`config.mk`:
```
export PLATFORM = sky130hd
export DESIGN_NAME = crc_checked_word_frame_parser
export DESIGN_NICKNAME = d
export VERILOG_FILES = /design/src/rtl/cwfp_pkg.sv /design/src/rtl/cwfp_crc8.sv /design/src/rtl/cwfp_cfg_regs.sv /design/src/rtl/cwfp_parser.sv /design/src/rtl/cwfp_out_q.sv /design/src/rtl/crc_checked_word_frame_parser.sv
export SDC_FILE = /design/constraint.sdc
export NUM_CORES = 1
export LEC_CHECK = 0
export BUFFER_PORTS_ARGS = -buffer_cell sky130_fd_sc_hd__buf_2
export CORE_ASPECT_RATIO = 1.2
export CORE_MARGIN = 5
export CORE_UTILIZATION = 23
export CTS_CLUSTER_SIZE = 14
export DETAILED_ROUTE_END_ITERATION = 8
export GPL_TIMING_DRIVEN = 0
export REMOVE_ABC_BUFFERS = 1
export SLEW_MARGIN = 15
export SYNTH_ARGS = -nofsm -noshare
export SYNTH_HDL_FRONTEND = slang
export SYNTH_SLANG_ARGS = --single-unit
```
`constraint.sdc`:
```
create_clock -name clk -period 11.96 [get_ports clk]
set_clock_uncertainty 0.2 [all_clocks]
set_input_delay 2.392 -clock clk [delete_from_list [all_inputs] [get_ports clk]]
set_output_delay 2.392 -clock clk [all_outputs]
set_load 0.03 [all_outputs]
```
`src/rtl/cwfp_pkg.sv`:
```
// Shared types, constants and register map for the CRC-checked word frame parser.
package cwfp_pkg;

	localparam int VALUES_PER_FRAME_DEF = 3;

	localparam int CFG_ADDR_W = 3;
	localparam logic CFG_IDX_POLY = 1'b0;
	localparam logic CFG_IDX_INIT = 1'b1;

	localparam logic [7:0] CRC_POLY_RST = 8'h31;
	localparam logic [7:0] CRC_INIT_RST = 8'hFF;

	localparam logic STATUS_OK = 1'b0;
	localparam logic STATUS_CRC_ERR = 1'b1;

	typedef struct packed {
		logic [7:0] rx_byte;
		logic       frame_start;
	} cwfp_in_t;

	typedef struct packed {
		logic [1:0]  value_index;
		logic [31:0] value_bits;
		logic        status;
		logic [2:0]  failed_word;
		logic        frame_last;
	} cwfp_out_t;

	// Parser result toward the output queue
	typedef struct packed {
		logic      valid;
		cwfp_out_t item;
	} cwfp_res_t;

	// Register file toward the parser
	typedef struct packed {
		logic [7:0] crc_polynomial;
		logic [7:0] crc_initial;
		logic       wr;
	} cwfp_cfg_t;

endpackage

```
`src/rtl/cwfp_crc8.sv`:
```
// One byte of MSB-first CRC-8, unrolled over the eight bit steps.
module cwfp_crc8 import cwfp_pkg::*; (
	input  logic [7:0] crc_in,
	input  logic [7:0] data,
	input  logic [7:0] poly,
	output logic [7:0] crc_out
);

	logic [7:0] c;

	always_comb begin
		c = crc_in ^ data;
		for (int k = 0; k < 8; k++) begin
			if (c[7]) begin
				c = {c[6:0], 1'b0} ^ poly;
			end else begin
				c = {c[6:0], 1'b0};
			end
		end
		crc_out = c;
	end

endmodule

```
`src/rtl/cwfp_cfg_regs.sv`:
```
// APB register file: CRC polynomial and CRC initial value.
module cwfp_cfg_regs import cwfp_pkg::*; (
	input  logic                  clk,
	input  logic                  arst_n,
	input  logic                  psel,
	input  logic                  penable,
	input  logic                  pwrite,
	input  logic [CFG_ADDR_W-1:0] paddr,
	input  logic [31:0]           pwdata,
	output logic [31:0]           prdata,
	output logic                  pready,
	output cwfp_cfg_t             cfg
);

	logic [7:0] poly_q;
	logic [7:0] init_q;
	logic       wr_en;
	logic       idx;

	assign pready = 1'b1;
	assign wr_en = psel && penable && pwrite;
	assign idx = paddr[2];

	always_ff @(posedge clk or negedge arst_n) begin
		if (!arst_n) begin
			poly_q <= CRC_POLY_RST;
			init_q <= CRC_INIT_RST;
		end else if (wr_en) begin
			unique case (idx)
				CFG_IDX_POLY: poly_q <= pwdata[7:0];
				CFG_IDX_INIT: init_q <= pwdata[7:0];
				default: ;
			endcase
		end
	end

	always_comb begin
		unique case (idx)
			CFG_IDX_POLY: prdata = {24'd0, poly_q};
			CFG_IDX_INIT: prdata = {24'd0, init_q};
			default:      prdata = '0;
		endcase
	end

	assign cfg.crc_polynomial = poly_q;
	assign cfg.crc_initial = init_q;
	assign cfg.wr = wr_en;

endmodule

```
`src/rtl/cwfp_parser.sv`:
```
// Byte phase tracking, running CRC, word pairing and result formation.
module cwfp_parser import cwfp_pkg::*; #(
	parameter int VALUES_PER_FRAME = VALUES_PER_FRAME_DEF
) (
	input  logic      clk,
	input  logic      arst_n,
	input  logic      accept,
	input  cwfp_in_t  in_item,
	input  cwfp_cfg_t cfg,
	output logic      busy,
	output cwfp_res_t res
);

	localparam int WORDS = 2 * VALUES_PER_FRAME;
	localparam int WCW = $clog2(WORDS + 1);
	localparam logic [WCW-1:0] WORDS_W = WCW'(WORDS);

	typedef enum logic [1:0] {
		PH_HIGH,
		PH_LOW,
		PH_CRC
	} phase_t;

	typedef enum logic [1:0] {
		RC_IDLE,
		RC_LOW,
		RC_HIGH
	} rc_t;

	phase_t         phase_q, phase_eff;
	rc_t            rc_q;
	logic [WCW-1:0] wc_q, wc_eff, wc_inc;
	logic           done_q, done_eff;
	logic [7:0]     held_hi_q, held_lo_q, crc_q;
	logic [15:0]    upper_q;
	logic [7:0]     crc_src, crc_dat, crc_nxt;
	logic [WCW+2:0] wc_ext;
	logic           crc_ok;

	assign phase_eff = in_item.frame_start ? PH_HIGH : phase_q;
	assign wc_eff = in_item.frame_start ? '0 : wc_q;
	assign done_eff = in_item.frame_start ? 1'b0 : done_q;
	assign wc_inc = wc_eff + 1'b1;
	assign wc_ext = {3'd0, wc_eff};
	assign crc_ok = (crc_q == in_item.rx_byte);
	assign busy = (rc_q != RC_IDLE);

	// Shared CRC step: normal bytes, or rebuilding the running CRC after a config write
	always_comb begin
		unique case (rc_q)
			RC_HIGH: begin
				crc_src = cfg.crc_initial;
				crc_dat = held_hi_q;
			end
			RC_LOW: begin
				crc_src = crc_q;
				crc_dat = held_lo_q;
			end
			default: begin
				crc_src = (phase_eff == PH_HIGH) ? cfg.crc_initial : crc_q;
				crc_dat = in_item.rx_byte;
			end
		endcase
	end

	cwfp_crc8 u_crc (
		.crc_in  (crc_src),
		.data    (crc_dat),
		.poly    (cfg.crc_polynomial),
		.crc_out (crc_nxt)
	);

	always_ff @(posedge clk or negedge arst_n) begin
		if (!arst_n) begin
			phase_q <= PH_HIGH;
			wc_q <= '0;
			done_q <= 1'b0;
			rc_q <= RC_IDLE;
			res <= '0;
		end else begin
			res.valid <= 1'b0;
			if (cfg.wr) begin
				rc_q <= RC_HIGH;
			end else begin
				unique case (rc_q)
					RC_HIGH: rc_q <= RC_LOW;
					RC_LOW:  rc_q <= RC_IDLE;
					default: rc_q <= RC_IDLE;
				endcase
			end
			if (accept) begin
				phase_q <= phase_eff;
				wc_q <= wc_eff;
				done_q <= done_eff;
				if (!done_eff) begin
					unique case (phase_eff)
						PH_HIGH: phase_q <= PH_LOW;
						PH_LOW:  phase_q <= PH_CRC;
						default: begin
							phase_q <= PH_HIGH;
							res.item.value_index <= wc_ext[2:1];
							if (!crc_ok) begin
								done_q <= 1'b1;
								res.valid <= 1'b1;
								res.item.value_bits <= '0;
								res.item.status <= STATUS_CRC_ERR;
								res.item.failed_word <= wc_ext[2:0];
								res.item.frame_last <= 1'b1;
							end else begin
								wc_q <= wc_inc;
								if (wc_eff[0]) begin
									res.valid <= 1'b1;
									res.item.value_bits <= {upper_q, held_hi_q, held_lo_q};
									res.item.status <= STATUS_OK;
									res.item.failed_word <= '0;
									res.item.frame_last <= (wc_inc >= WORDS_W);
									done_q <= (wc_inc >= WORDS_W);
								end
							end
						end
					endcase
				end
			end
		end
	end

	// Datapath registers
	always_ff @(posedge clk) begin
		if (rc_q == RC_HIGH) begin
			crc_q <= crc_nxt;
		end else if (rc_q == RC_LOW) begin
			if (phase_q == PH_CRC) begin
				crc_q <= crc_nxt;
			end
		end else if (accept && !done_eff) begin
			unique case (phase_eff)
				PH_HIGH: begin
					held_hi_q <= in_item.rx_byte;
					crc_q <= crc_nxt;
				end
				PH_LOW: begin
					held_lo_q <= in_item.rx_byte;
					crc_q <= crc_nxt;
				end
				default: begin
					if (crc_ok && !wc_eff[0]) begin
						upper_q <= {held_hi_q, held_lo_q};
					end
				end
			endcase
		end
	end

endmodule

```
`src/rtl/cwfp_out_q.sv`:
```
// Two-entry result queue between the parser and the output channel.
module cwfp_out_q import cwfp_pkg::*; (
	input  logic      clk,
	input  logic      arst_n,
	input  cwfp_res_t res,
	output logic      full,
	output logic      out_valid,
	input  logic      out_ready,
	output cwfp_out_t out_data
);

	cwfp_out_t  mem_q [2];
	logic       wr_ptr_q, rd_ptr_q;
	logic [1:0] cnt_q;
	logic       push, pop;

	assign push = res.valid;
	assign pop = out_valid && out_ready;
	assign out_valid = (cnt_q != 2'd0);
	assign full = (cnt_q == 2'd2);
	assign out_data = mem_q[rd_ptr_q];

	always_ff @(posedge clk or negedge arst_n) begin
		if (!arst_n) begin
			wr_ptr_q <= 1'b0;
			rd_ptr_q <= 1'b0;
			cnt_q <= 2'd0;
		end else begin
			if (push) begin
				wr_ptr_q <= ~wr_ptr_q;
			end
			if (pop) begin
				rd_ptr_q <= ~rd_ptr_q;
			end
			case ({push, pop})
				2'b10:   cnt_q <= cnt_q + 2'd1;
				2'b01:   cnt_q <= cnt_q - 2'd1;
				default: cnt_q <= cnt_q;
			endcase
		end
	end

	always_ff @(posedge clk) begin
		if (push) begin
			mem_q[wr_ptr_q] <= res.item;
		end
	end

endmodule

```
`src/rtl/crc_checked_word_frame_parser.sv`:
```
// Top level: CRC-checked 16-bit word response frame parser.
//
//   channel | direction | handshake         | payload
//   in      | input     | in_valid/in_ready | cwfp_in_t  (rx_byte, frame_start)
//   out     | output    | out_valid/out_ready | cwfp_out_t (value_index .. frame_last)
//   cfg     | input     | APB psel/penable  | crc_polynomial, crc_initial
//
// One byte is taken per cycle when in_ready is high; a CRC byte's result is registered, then queued.
// The running CRC advances one byte per accepted data byte through a single CRC-8 step.
// A config write holds in_ready low in states RC_HIGH and RC_LOW while the CRC of held bytes is redone.
// A two-entry result queue keeps input flowing while out_ready is low; the queue stalls input
// only when both entries are taken. Reset restores the register defaults and a clear frame.
module crc_checked_word_frame_parser import cwfp_pkg::*; #(
	parameter int VALUES_PER_FRAME = VALUES_PER_FRAME_DEF
) (
	input  logic                  clk,
	input  logic                  arst_n,
	input  logic                  in_valid,
	output logic                  in_ready,
	input  cwfp_in_t              in_data,
	output logic                  out_valid,
	input  logic                  out_ready,
	output cwfp_out_t             out_data,
	input  logic                  psel,
	input  logic                  penable,
	input  logic                  pwrite,
	input  logic [CFG_ADDR_W-1:0] paddr,
	input  logic [31:0]           pwdata,
	output logic [31:0]           prdata,
	output logic                  pready
);

	cwfp_cfg_t cfg;
	cwfp_res_t res;
	logic      busy, full, accept;

	assign in_ready = !busy && !full;
	assign accept = in_valid && in_ready;

	cwfp_cfg_regs u_cfg (
		.clk     (clk),
		.arst_n  (arst_n),
		.psel    (psel),
		.penable (penable),
		.pwrite  (pwrite),
		.paddr   (paddr),
		.pwdata  (pwdata),
		.prdata  (prdata),
		.pready  (pready),
		.cfg     (cfg)
	);

	cwfp_parser #(
		.VALUES_PER_FRAME (VALUES_PER_FRAME)
	) u_parser (
		.clk     (clk),
		.arst_n  (arst_n),
		.accept  (accept),
		.in_item (in_data),
		.cfg     (cfg),
		.busy    (busy),
		.res     (res)
	);

	cwfp_out_q u_out_q (
		.clk       (clk),
		.arst_n    (arst_n),
		.res       (res),
		.full      (full),
		.out_valid (out_valid),
		.out_ready (out_ready),
		.out_data  (out_data)
	);

	a_err_zero: assert property (@(posedge clk) disable iff (!arst_n)
		out_valid && (out_data.status == STATUS_CRC_ERR) |->
			(out_data.value_bits == 32'd0) && out_data.frame_last)
		else $error("error item with nonzero value or without frame_last");

	a_ok_no_word: assert property (@(posedge clk) disable iff (!arst_n)
		out_valid && (out_data.status == STATUS_OK) |-> (out_data.failed_word == 3'd0))
		else $error("good item names a failed word");

	a_cfg_stall: assert property (@(posedge clk) disable iff (!arst_n)
		psel && penable && pwrite |=> !in_ready)
		else $error("input taken while CRC is rebuilt after a config write");

	a_no_overflow: assert property (@(posedge clk) disable iff (!arst_n)
		res.valid |-> $past(!full))
		else $error("result pushed into a full queue");

endmodule
```
==> metrics.md, run 1 <==
| Metric | Value |
|---|---|
| Power Density | 271 nW/um2 |
| Drt first-iter violations | 420 |
| I/O pins | 125 |
| GP Congestion | 0.828 |
| Fmax | 140 MHz |
| Netlist cell types | 72 |
| Inst Count DP | ~1300 |
| Maximum clock path buffer count | 2 |
| Die Area | around 45000 um2 |
| # resized after CTS | 0 |
| Per-cell routed wire length | 16.3 um |
| Worst VDD drop | 0.000170 V |
| Outcome | finished clean |
| Tmin final | between 7000 and 8000 ps |
| First-pass GRT wire length | approximately 35000 um |
| Core area | ~41000 um2 |
| Rel. slew slack | a little under a third |
| Seq cells post-synth | 186 |
| CTS tree | done |
| Final Hold Fails | 0 |
| Initial DRT Pass Iterations | 4 |
| Async set or reset register ratio after synthesis | 36.6% |
| Clock slew at reported path FFs | roughly 70 ps |
| Final setup fails | 0 |
| Post-synth EDFFs | about 120 |
| Final setup TNS | 0 ps |
| Largest net degree at the start of global routing | 55 |
| Post-DP Area | between 10000 and 15000 um2 |
| Synth Instances | between 700 and 800 |
| Startpoint Class | input pin |
| Sink Count | 186 |
| Cell row count | 81 |
| Worst Tran Pin Value | 1050 ps |
| Hold slack | about 260 ps |
| CP max-delay cell | nor3_1 |
| Final WL | 22400 um |
| Final std cells w/o fill | 1377 |
| Main synth FF type | edfxtp_1 |
| Die span in y | between 200 and 250 um |
| Die width | approximately 190 um |
| Final period utilization | roughly three fifths |
| Total gr overflow | 0 |
| Register area share after synthesis | a little under three fifths |
| Clock Latency Late Sink | between 400 and 500 ps |
| H-tree depth | 4 |
| Initial antenna violation count | 6 |
| Via-to-Cell Ratio | ~4.4 |
| Number of synthesis warnings | 0 |
| Remaining antenna violation count | 0 |
| Hold Buf Count CTS | 0 |
| CP arrival | a little over 7000 ps |
| Cts bufs inserted | 17 |
| Critical Path End Type | flip-flop |
| Worst Hold Class | flip-flop to flip-flop |
| RSZ-0062 raised after global routing | false |
| GRT Total Usage | 9.74% |
| Final Max Tran Viols | 0 |
| Finished Cell Area | 11000 um2 |
| Clock root buffer | clkbuf_16 |
| Worst-path cell chain | buf_2 > o21ba_1 > nor2_1 > a22oi_1 > nand2_1 > a221oi_2 > nand3_1 > a211o_1 > a21oi_1 > a211oi_1 > nor3_1 > o31ai_1 > mux2i_1 > xnor3_1 |
| Syn-to-layout area delta | 16.1% |
| Post-layout net count | between 800 and 900 |
| Max-Cap Viols | 0 |
| Crit-path max cell delay | between 700 and 800 ps |
| Lkg Pwr | ~4.3 nW |
| Req. time, crit path | 11920 ps |
| Critical path class | input pin to flip-flop |
| DRC errors left | 0 |
| Initial Util | between 20% and 30% |
| Vias in the first global route | about 6000 |
| CP Max Fanout | 13 |
| Port bufs | 73 |
| Vias | about 6100 |
| HPWL after DPL | about 16000 um |
| Avg Cell Area, Syn | ~12 um2 |
| Postcts setup bufs | 0 |
| Syn Std Cell Area | about 9400 um2 |
| Fraction of layout cells with a size suffix above 1 | between 20% and 30% |
## where the power goes
part | switching (mW) | internal (mW) | total [mW]
Sequential | 0.0843 | 0.799 | 0.883
Combinational | 0.839 | 0.687 | 1.53
Clock | 0.241 | 0.317 | 0.558
## layout make-up
| type | instances | area (um2) |
|---|---|---|
| inverter | 20 | 75.1 |
| clock inverter | 12 | 140 |
| timing repair buffer | 80 | 495 |
| clock buffer | 20 | 447 |
| sequential | 186 | 5260 |
| tap | 539 | 674 |
| fill | 4178 | 29700 |
| multi-input combinational | 517 | 3860 |
| antenna | 3 | 7.51 |
## registers in the layout, summed over array words and instances (netlist names)
name	count
u_parser.done_q	1
u_cfg.init_q	8
u_parser.upper_q	16
u_out_q.cnt_q	2
u_parser.held_hi_q	8
u_parser.res	40
u_cfg.poly_q	8
u_out_q.rd_ptr_q	1
u_out_q.mem_q	78
u_out_q.wr_ptr_q	1
u_parser.phase_q	2
u_parser.wc_q	3
u_parser.crc_q	8
u_parser.rc_q	2
u_parser.held_lo_q	8
## layout by cell type, fill, tap and decap left out, drive strengths merged, types with 5 or more instances in the layout
cell    count
a21oi      29
nand2      62
a22o       38
clkinv      5
nand3       9
o31ai      12
buf        80
a221oi      5
o22ai       5
dfstp      11
mux2       60
and2        7
o21ai      30
xnor2      38
nor3       18
nand2b      7
o211ai     13
a211o       6
xor2       12
ha          8
dfrtp      57
a22oi      11
conb       25
edfxtp    118
nor2       39
o21a        6
inv        23
xnor3       8
clkbuf     20
mux2i      12
## synth_stat cells (4+ instances only)
| master | count | area [um2] |
|---|---|---|
| edfxtp_1 | 118 | 3540 |
| nand2_1 | 61 | 229 |
| mux2_2 | 58 | 653 |
| dfrtp_1 | 57 | 1430 |
| a22o_1 | 38 | 333 |
| xnor2_1 | 38 | 333 |
| nor2_1 | 37 | 139 |
| clkbuf_1 | 30 | 113 |
| a21oi_1 | 28 | 140 |
| o21ai_0 | 26 | 130 |
| buf_4 | 25 | 188 |
| inv_1 | 19 | 71.3 |
| nor3_1 | 16 | 80.1 |
| mux2i_1 | 12 | 120 |
| o211ai_1 | 12 | 90.1 |
| o31ai_1 | 12 | 90.1 |
| xor2_1 | 12 | 105 |
| a22oi_1 | 11 | 82.6 |
| dfstp_2 | 11 | 289 |
| ha_1 | 8 | 100 |
| nand3_1 | 8 | 40.0 |
| xnor3_1 | 8 | 180 |
| nand2b_1 | 7 | 43.8 |
| a211o_1 | 6 | 52.6 |
| and2_1 | 5 | 31.3 |
| buf_2 | 5 | 25.0 |
| o21a_1 | 5 | 37.5 |
| o22ai_1 | 5 | 31.3 |
| a211oi_1 | 4 | 30.0 |
| a221oi_1 | 4 | 35.0 |
| a31oi_1 | 4 | 25.0 |
| a32oi_1 | 4 | 35.0 |
| and3_1 | 4 | 25.0 |
| buf_1 | 4 | 15.0 |
| nor4_1 | 4 | 25.0 |
## critical path: cells and delay by family
family,cells,cell delay (ps)
AO/OA/AOI/OAI,7,2470
AND/OR/NAND/NOR,4,1490
XOR/XNOR,1,440
buffers and inverters,1,170
multiplexers,1,150
## cell families (layout without fill, tap and decap cells)
| logic type | after synthesis | count (layout) | share of synthesized area (%) |
|---|---|---|---|
| adders and majority gates | 8 | 8 | 1.06 |
| and+or+nand+nor | 161 | 161 | 7.93 |
| xor gates and xnor gates | 59 | 59 | 6.80 |
| AOI/OAI and AO/OA | 192 | 192 | 15.2 |
| buffers and inverters | 87 | 132 | 4.76 |
| muxes | 72 | 72 | 8.51 |
| other | 2 | 28 | 0.0796 |
| DFF | 186 | 186 | 55.7 |
## per-layer routing
layer  vias up  global-route usage [%]  share of wire (%)
li1       2920                       -                  -
met1      3004                    12.0                 43
met2       143                    16.9                 50
met3        28                    2.02                4.3
met4         6                    3.49                2.0
met5         -                       0               0.18
## worst paths after layout
| check | startpoint | to | slack [ps] | cells after the start |
|---|---|---|---|---|
| hold reg to reg | u_parser.upper_q[5] | u_parser.res[26] | 260 | 1 |
| setup / recovery | in_data[0] | u_parser.crc_q[4] | 4800 | 14 |
| max in group asynchronous | arst_n | u_cfg.init_q[1] | 9330 | 2 |
| hold / removal | u_parser.upper_q[5] | u_parser.res[26] | 260 | 1 |
| min in group asynchronous | arst_n | u_out_q.cnt_q[0] | 1630 | 1 |
| setup reg to reg | u_parser.rc_q[0] | u_parser.crc_q[4] | 6040 | 14 |
## metrics by stage
| stage | power (mW) | util [%] | setup WS, ps |
|---|---|---|---|
| 2_1_floorplan | 2.07 | - | 5490 |
| 3_5_place_dp | 2.40 | 25.5 | 4460 |
| 5_1_grt | 3.14 | 27.0 | 4520 |
| 4_1_cts | 2.98 | 26.9 | 4910 |
| 3_3_place_gp | 2.39 | 25.1 | 4470 |
| 6_report | 2.97 | 27.0 | 4800 |
No activity file was read; power rests on OpenSTA's default activity.
==> run 2: changes to the inputs <==
- clock period: 11.96 -> 6.4 ns (I/O delays scaled with it)
==> run 2 against run 1 <==
Cell area is essentially flat. Worst hold slack is essentially flat. Combinational power grew 86%. Wire length is essentially flat. First-iteration DRC count is the same. Register-to-register slack lost 5400 ps. Clock power grew 86%. Via count shrank 0.13%. Sequential share of layout area is essentially flat. Non-clock buffer count is the same. Critical path depth is the same. Worst setup slack lost 4400 ps. Largest cell class unchanged.
==> metrics.md, run 2 (synthesis results as in run 1) <==
| Metric | Value |
|---|---|
| Clock Latency Late Sink | 430 ps |
| Setup WS pre-CTS | around 7.5 ps |
| Startpoint Class | input pin |
| Per-cell routed wire length | approximately 16 um |
| Largest regs | u_out_q.mem_q (78), u_parser.res (40), u_parser.upper_q (16) |
| Sink Count | approximately 190 |
| Final Hold Fails | 0 |
| Hold path depth | 1 |
| Cell row count | 81 |
| Critical Path End Type | flip-flop |
| Die width | about 200 um |
| Die Area | approximately 45000 um2 |
| GRT Total Usage | 9.74% |
| Hold EP | u_parser.res[26] |
| H-tree depth | 4 |
| Remaining antenna violation count | 0 |
| CP arrival | roughly 6000 ps |
| Port bufs | 73 |
| Power Density | between 500 and 600 nW/um2 |
| Worst Hold Class | flip-flop to flip-flop |
| Initial Util | 23.2% |
| Critical path class | input pin to flip-flop |
| Hold Buf Count CTS | 0 |
| Max reg flops | 78 |
| Final WL | between 20000 and 25000 um |
| Initial antenna violation count | 6 |
| Postcts setup bufs | 0 |
| Final Max Tran Viols | 0 |
| I/O pins | about 130 |
| Clock slew at reported path FFs | approximately 70 ps |
| Post-layout net count | 881 |
| R2R Path Start | u_parser.rc_q[0] |
| Syn-to-layout area delta | 16.1% |
| FF-to-FF End | u_parser.crc_q[4] |
| Fmax | 166 MHz |
| Worst VDD drop | ~0.00032 V |
| CTS tree | done |
| Most frequent cells in the layout | edfxtp_1, buf_2, nand2_1 |
| Hold slack | around 260 ps |
| Vias | between 6000 and 7000 |
| Clock root buffer | clkbuf_16 |
| Largest net degree at the start of global routing | between 50 and 60 |
| Cts bufs inserted | 17 |
| Req. time, crit path | roughly 6400 ps |
| Fillers | about 4200 |
| Vias in the first global route | a little over 6000 |
| First-pass GRT wire length | around 35000 um |
| Worst Tran Pin Value | 1040 ps |
| Lkg Pwr | between 4 and 5 nW |
| Min-delay src | u_parser.upper_q[5] |
| Via-to-Cell Ratio | between 4 and 5 |
| Maximum clock path buffer count | 2 |
| HPWL after DPL | ~16000 um |
| Final setup fails | 0 |
| Core area | between 40000 and 50000 um2 |
| Worst Reg-to-Reg Cells | 15 |
| Drt first-iter violations | 420 |
| DRC errors left | 0 |
| Fraction of layout cells with a size suffix above 1 | approximately a quarter |
| Tmin final | roughly 6000 ps |
| Rel. slew slack | between 30% and 40% |
| RSZ-0062 raised after global routing | false |
| Leading cell type in the layout, fill and taps excluded | edfxtp_1 |
| Total gr overflow | 0 |
| Max-Cap Viols | 0 |
| Fin worst setup slack | 375 ps |
| CP startpoint | in_data[0] |
| CP Max Fanout | 13 |
| GP Congestion | 0.828 |
| Die span in y | about 230 um |
| Final setup TNS | 0 ps |
| Outcome | finished clean |
| R2R setup slack | between 600 and 700 ps |
| Initial DRT Pass Iterations | 5 |
| Reg with most FFs | u_out_q.mem_q |
| Final period utilization | a little over nine tenths |
[run 2: changes by cell type in the layout (fill, tap and decap cells not counted)]
cell | before | now
ha_2 | 0 | 1
ha_1 | 8 | 7
[run 2: metrics by stage]
stage	cell area, um2	instances	utilization [%]	power, mW
finish	11000	1377	27.0	5.54
floorplan	9150	723	-	3.86
detailed placement	10400	1342	25.5	4.49
global route	11000	1375	27.0	5.86
global placement	10200	1335	25.1	4.46
CTS	10900	1374	26.9	5.57
[run 2: worst max-delay path by stage]
stage	to	depth (start not counted)	slack, ps
after detailed placement	u_parser.crc_q[4]	14	7
after CTS	u_parser.crc_q[4]	14	460
after floorplan	u_parser.crc_q[4]	13	1040
after global placement	u_parser.crc_q[4]	14	20
after global routing	u_parser.crc_q[6]	14	90
final	u_parser.crc_q[4]	14	380
[run 2: routing by layer]
metal	track usage, %	part of all wire [%]
met4	3.49	2.0
met1	12.0	43
met5	0	0.18
met3	2.02	4.2
met2	16.9	50
[run 2: cell type report]
class                   count  area [um2]  share of cell area (%)
diodes                      3        7.51                  0.0685
well taps                 539         674                    6.15
clock buffers              20         447                    4.07
multi-input cells         517        3860                    35.3
inverters                  20        75.1                   0.685
clock inverters            12         140                    1.28
flip-flops and latches    186        5260                    48.0
repair buffers             80         495                    4.52
[run 2: repair_timing]
action | CTS | global route
hold endpoints to repair | 0 | 0
gates resized for setup | 0 | 1
endpoints found under the setup margin | 0 | 2
[run 2: critical path: stages]
cell      delay [ps]
buf_2            170
o21ba_1          560
nor2_1           110
a22oi_1          370
nand2_1          420
a221oi_2         400
nand3_1          220
a211o_1          400
a21oi_1          420
a211oi_1         190
nor3_1           730
o31ai_1          120
mux2i_1          150
xnor3_1          440
[run 2: power by group]
part	switching (mW)	internal, mW
Clock	0.451	0.592
Combinational	1.57	1.28
Sequential	0.157	1.49
Total	2.18	3.37
==> run 3: changes to the inputs <==
- GPL_TIMING_DRIVEN: 0 -> unset
- clock period: 6.4 -> 7.5 ns (I/O delays scaled with it)
==> run 3 against run 2 <==
Combinational power is 15% lower. Cell count is 0.15% higher. Count of clock-buffer cells in the layout is 1 lower. Die area stayed put. Via count is 0.74% higher. Wire length hardly changed. Non-clock buffer count is 3 higher. Utilization is 0.21 points lower. Cell area is 0.77% lower. Critical path depth stayed put. Sequential cell count stayed put. Critical endpoint unchanged. Largest cell class unchanged.
==> metrics.md, run 3 (synthesis results as in run 1) <==
| Metric | Value |
|---|---|
| Outcome | finished clean |
| Postcts setup bufs | 0 |
| Power Density | ~440 nW/um2 |
| Final period utilization | a little over four fifths |
| Clock root buffer | clkbuf_16 |
| Lkg Pwr | around 4.3 nW |
| CTS tree | done |
| Final WL | between 20000 and 25000 um |
| Remaining antenna violation count | 0 |
| Final Max Tran Viols | 0 |
| Cts bufs inserted | 17 |
| Die width | roughly 200 um |
| H-tree depth | 4 |
| GRT Total Usage | roughly a tenth |
| Largest net degree at the start of global routing | between 60 and 70 |
| Post-layout net count | just under 900 |
| Leading cell type in the layout, fill and taps excluded | edfxtp_1 |
| CP arrival | a little over 6000 ps |
| Total gr overflow | 0 |
| CP Max Fanout | 13 |
| Most frequent cells in the layout | edfxtp_1, buf_2, nand2_1 |
| Sink Count | between 150 and 200 |
| Initial antenna violation count | 5 |
| Clock Latency Late Sink | 430 ps |
| HPWL after DPL | roughly 16000 um |
| Drt first-iter violations | between 300 and 400 |
| FF-to-FF End | u_parser.crc_q[4] |
| Hold EP | u_parser.res[31] |
| CP startpoint | in_data[0] |
| Final std cells w/o fill | 1379 |
| Max-Cap Viols | 0 |
| Final setup TNS | 0 ps |
| Initial DRT Pass Iterations | 4 |
| RSZ-0062 raised after global routing | false |
| Die Area | 45200 um2 |
| Fraction of layout cells with a size suffix above 1 | between 20 and 30% |
| Syn-to-layout area delta | 15.3% |
| Critical Path End Type | flip-flop |
| Worst VDD drop | around 0.0003 V |
| Core area | 40600 um2 |
| Hold Buf Count CTS | 0 |
| CP max-delay cell | xnor3_1 |
| Vias | between 6000 and 7000 |
| DRC errors left | 0 |
| Per-cell routed wire length | 16.3 um |
| Inst Count DP | ~1300 |
| Crit-path max cell delay | approximately 700 ps |
| Worst Hold Class | flip-flop to flip-flop |
| Worst Reg-to-Reg Cells | 14 |
| Cell row count | 81 |
| R2R setup slack | 1570 ps |
| GP Congestion | slightly above 0.8 |
| Die span in y | 232 um |
| Maximum clock path buffer count | 2 |
| Clock slew at reported path FFs | roughly 70 ps |
| First-pass GRT wire length | roughly 35000 um |
| Critical path class | input pin to flip-flop |
| Worst Tran Pin Value | ~990 ps |
| Tmin final | 6270 ps |
| Largest regs | u_out_q.mem_q (78), u_parser.res (40), u_parser.upper_q (16) |
| Via-to-Cell Ratio | 4.45 |
| Vias in the first global route | about 6100 |
| Final Hold Fails | 0 |
| Hold path depth | 1 |
| Req. time, crit path | 7460 ps |
| Fmax | 159 MHz |
| Port bufs | 73 |
| Startpoint Class | input pin |
| Worst-path cell chain | buf_2 > o21ba_1 > nor2_1 > a22oi_1 > nand2_1 > a221oi_2 > nand3_1 > a211o_1 > a21oi_1 > a211o_1 > nand3_1 > xnor3_1 > mux2i_1 > xnor3_1 |
| Rel. slew slack | between 30% and 40% |
| # resized after CTS | 0 |
| I/O pins | 125 |
| Final setup fails | 0 |
| Reg with most FFs | u_out_q.mem_q |
| Min-delay src | u_parser.upper_q[10] |
| Max reg flops | a little under 80 |
| Initial Util | between 20 and 25% |
| R2R Path Start | u_parser.rc_q[0] |
## run 3: changes by cell type in the layout (fill, tap and decap cells not counted), moves of 2 or more
| cell | change |
|---|---|
| buf_4 | +8 |
| buf_12 | -3 |
| clkinv_2 | +3 |
| buf_16 | -2 |
| clkinv_4 | -2 |
| clkinvlp_4 | +2 |
| inv_6 | -2 |
| nor4_1 | +2 |
| nor4_2 | -2 |
## run 3: how the worst max path moves through the flow
stage / endpoint / slack, ps
floorplan: u_parser.crc_q[4] / 1920
global placement: u_parser.crc_q[4] / 960
detailed placement: u_parser.crc_q[4] / 870
CTS: u_parser.crc_q[4] / 1350
global route: u_parser.crc_q[4] / 930
finish: u_parser.crc_q[4] / 1230
## run 3: final cells by class
cell class	instances	area (um2)
Fill cell	4187	29800
Sequential cell	186	5260
Multi-Input combinational cell	517	3840
Tap cell	539	674
Clock buffer	19	443
Timing Repair Buffer	83	440
Clock inverter	13	143
Inverter	20	75.1
Antenna cell	2	5.00
## run 3: metal layers
layer | share of wire [%] | global-route usage (%) | vias to the layer above | wire length, um
met5 | 0.18 | 0 | - | 41
met4 | 1.5 | 2.95 | 6 | 329
met3 | 3.9 | 1.76 | 27 | 871
met2 | 51 | 17.2 | 141 | 11500
met1 | 43 | 12.3 | 3036 | 9640
li1 | - | - | 2928 | -
## run 3: critical path, delay by kind of cell
| family | cells | cell delay [ps] |
|---|---|---|
| compound gates | 6 | 2320 |
| xor+xnor | 2 | 1150 |
| simple gates | 4 | 810 |
| mux | 1 | 250 |
| buf+inv | 1 | 170 |
## run 3: metrics by stage
stage / setup slack, ps / total power, mW / util (%) / hold WS [ps] / instance area [um2]
2_1_floorplan: 1920 / 3.30 / - / 237 / 9150
3_3_place_gp: 958 / 3.81 / 25.3 / 248 / 10300
3_5_place_dp: 875 / 3.84 / 25.3 / 248 / 10300
4_1_cts: 1350 / 4.75 / 26.7 / 263 / 10900
5_1_grt: 932 / 5.00 / 26.8 / 271 / 10900
6_report: 1230 / 4.74 / 26.8 / 261 / 10900
## run 3: where the power goes
part	total, mW	internal [mW]	switching (mW)
Sequential	1.43	1.27	0.156
Clock	0.885	0.503	0.382
Combinational	2.42	1.10	1.33
Total	4.74	2.88	1.86
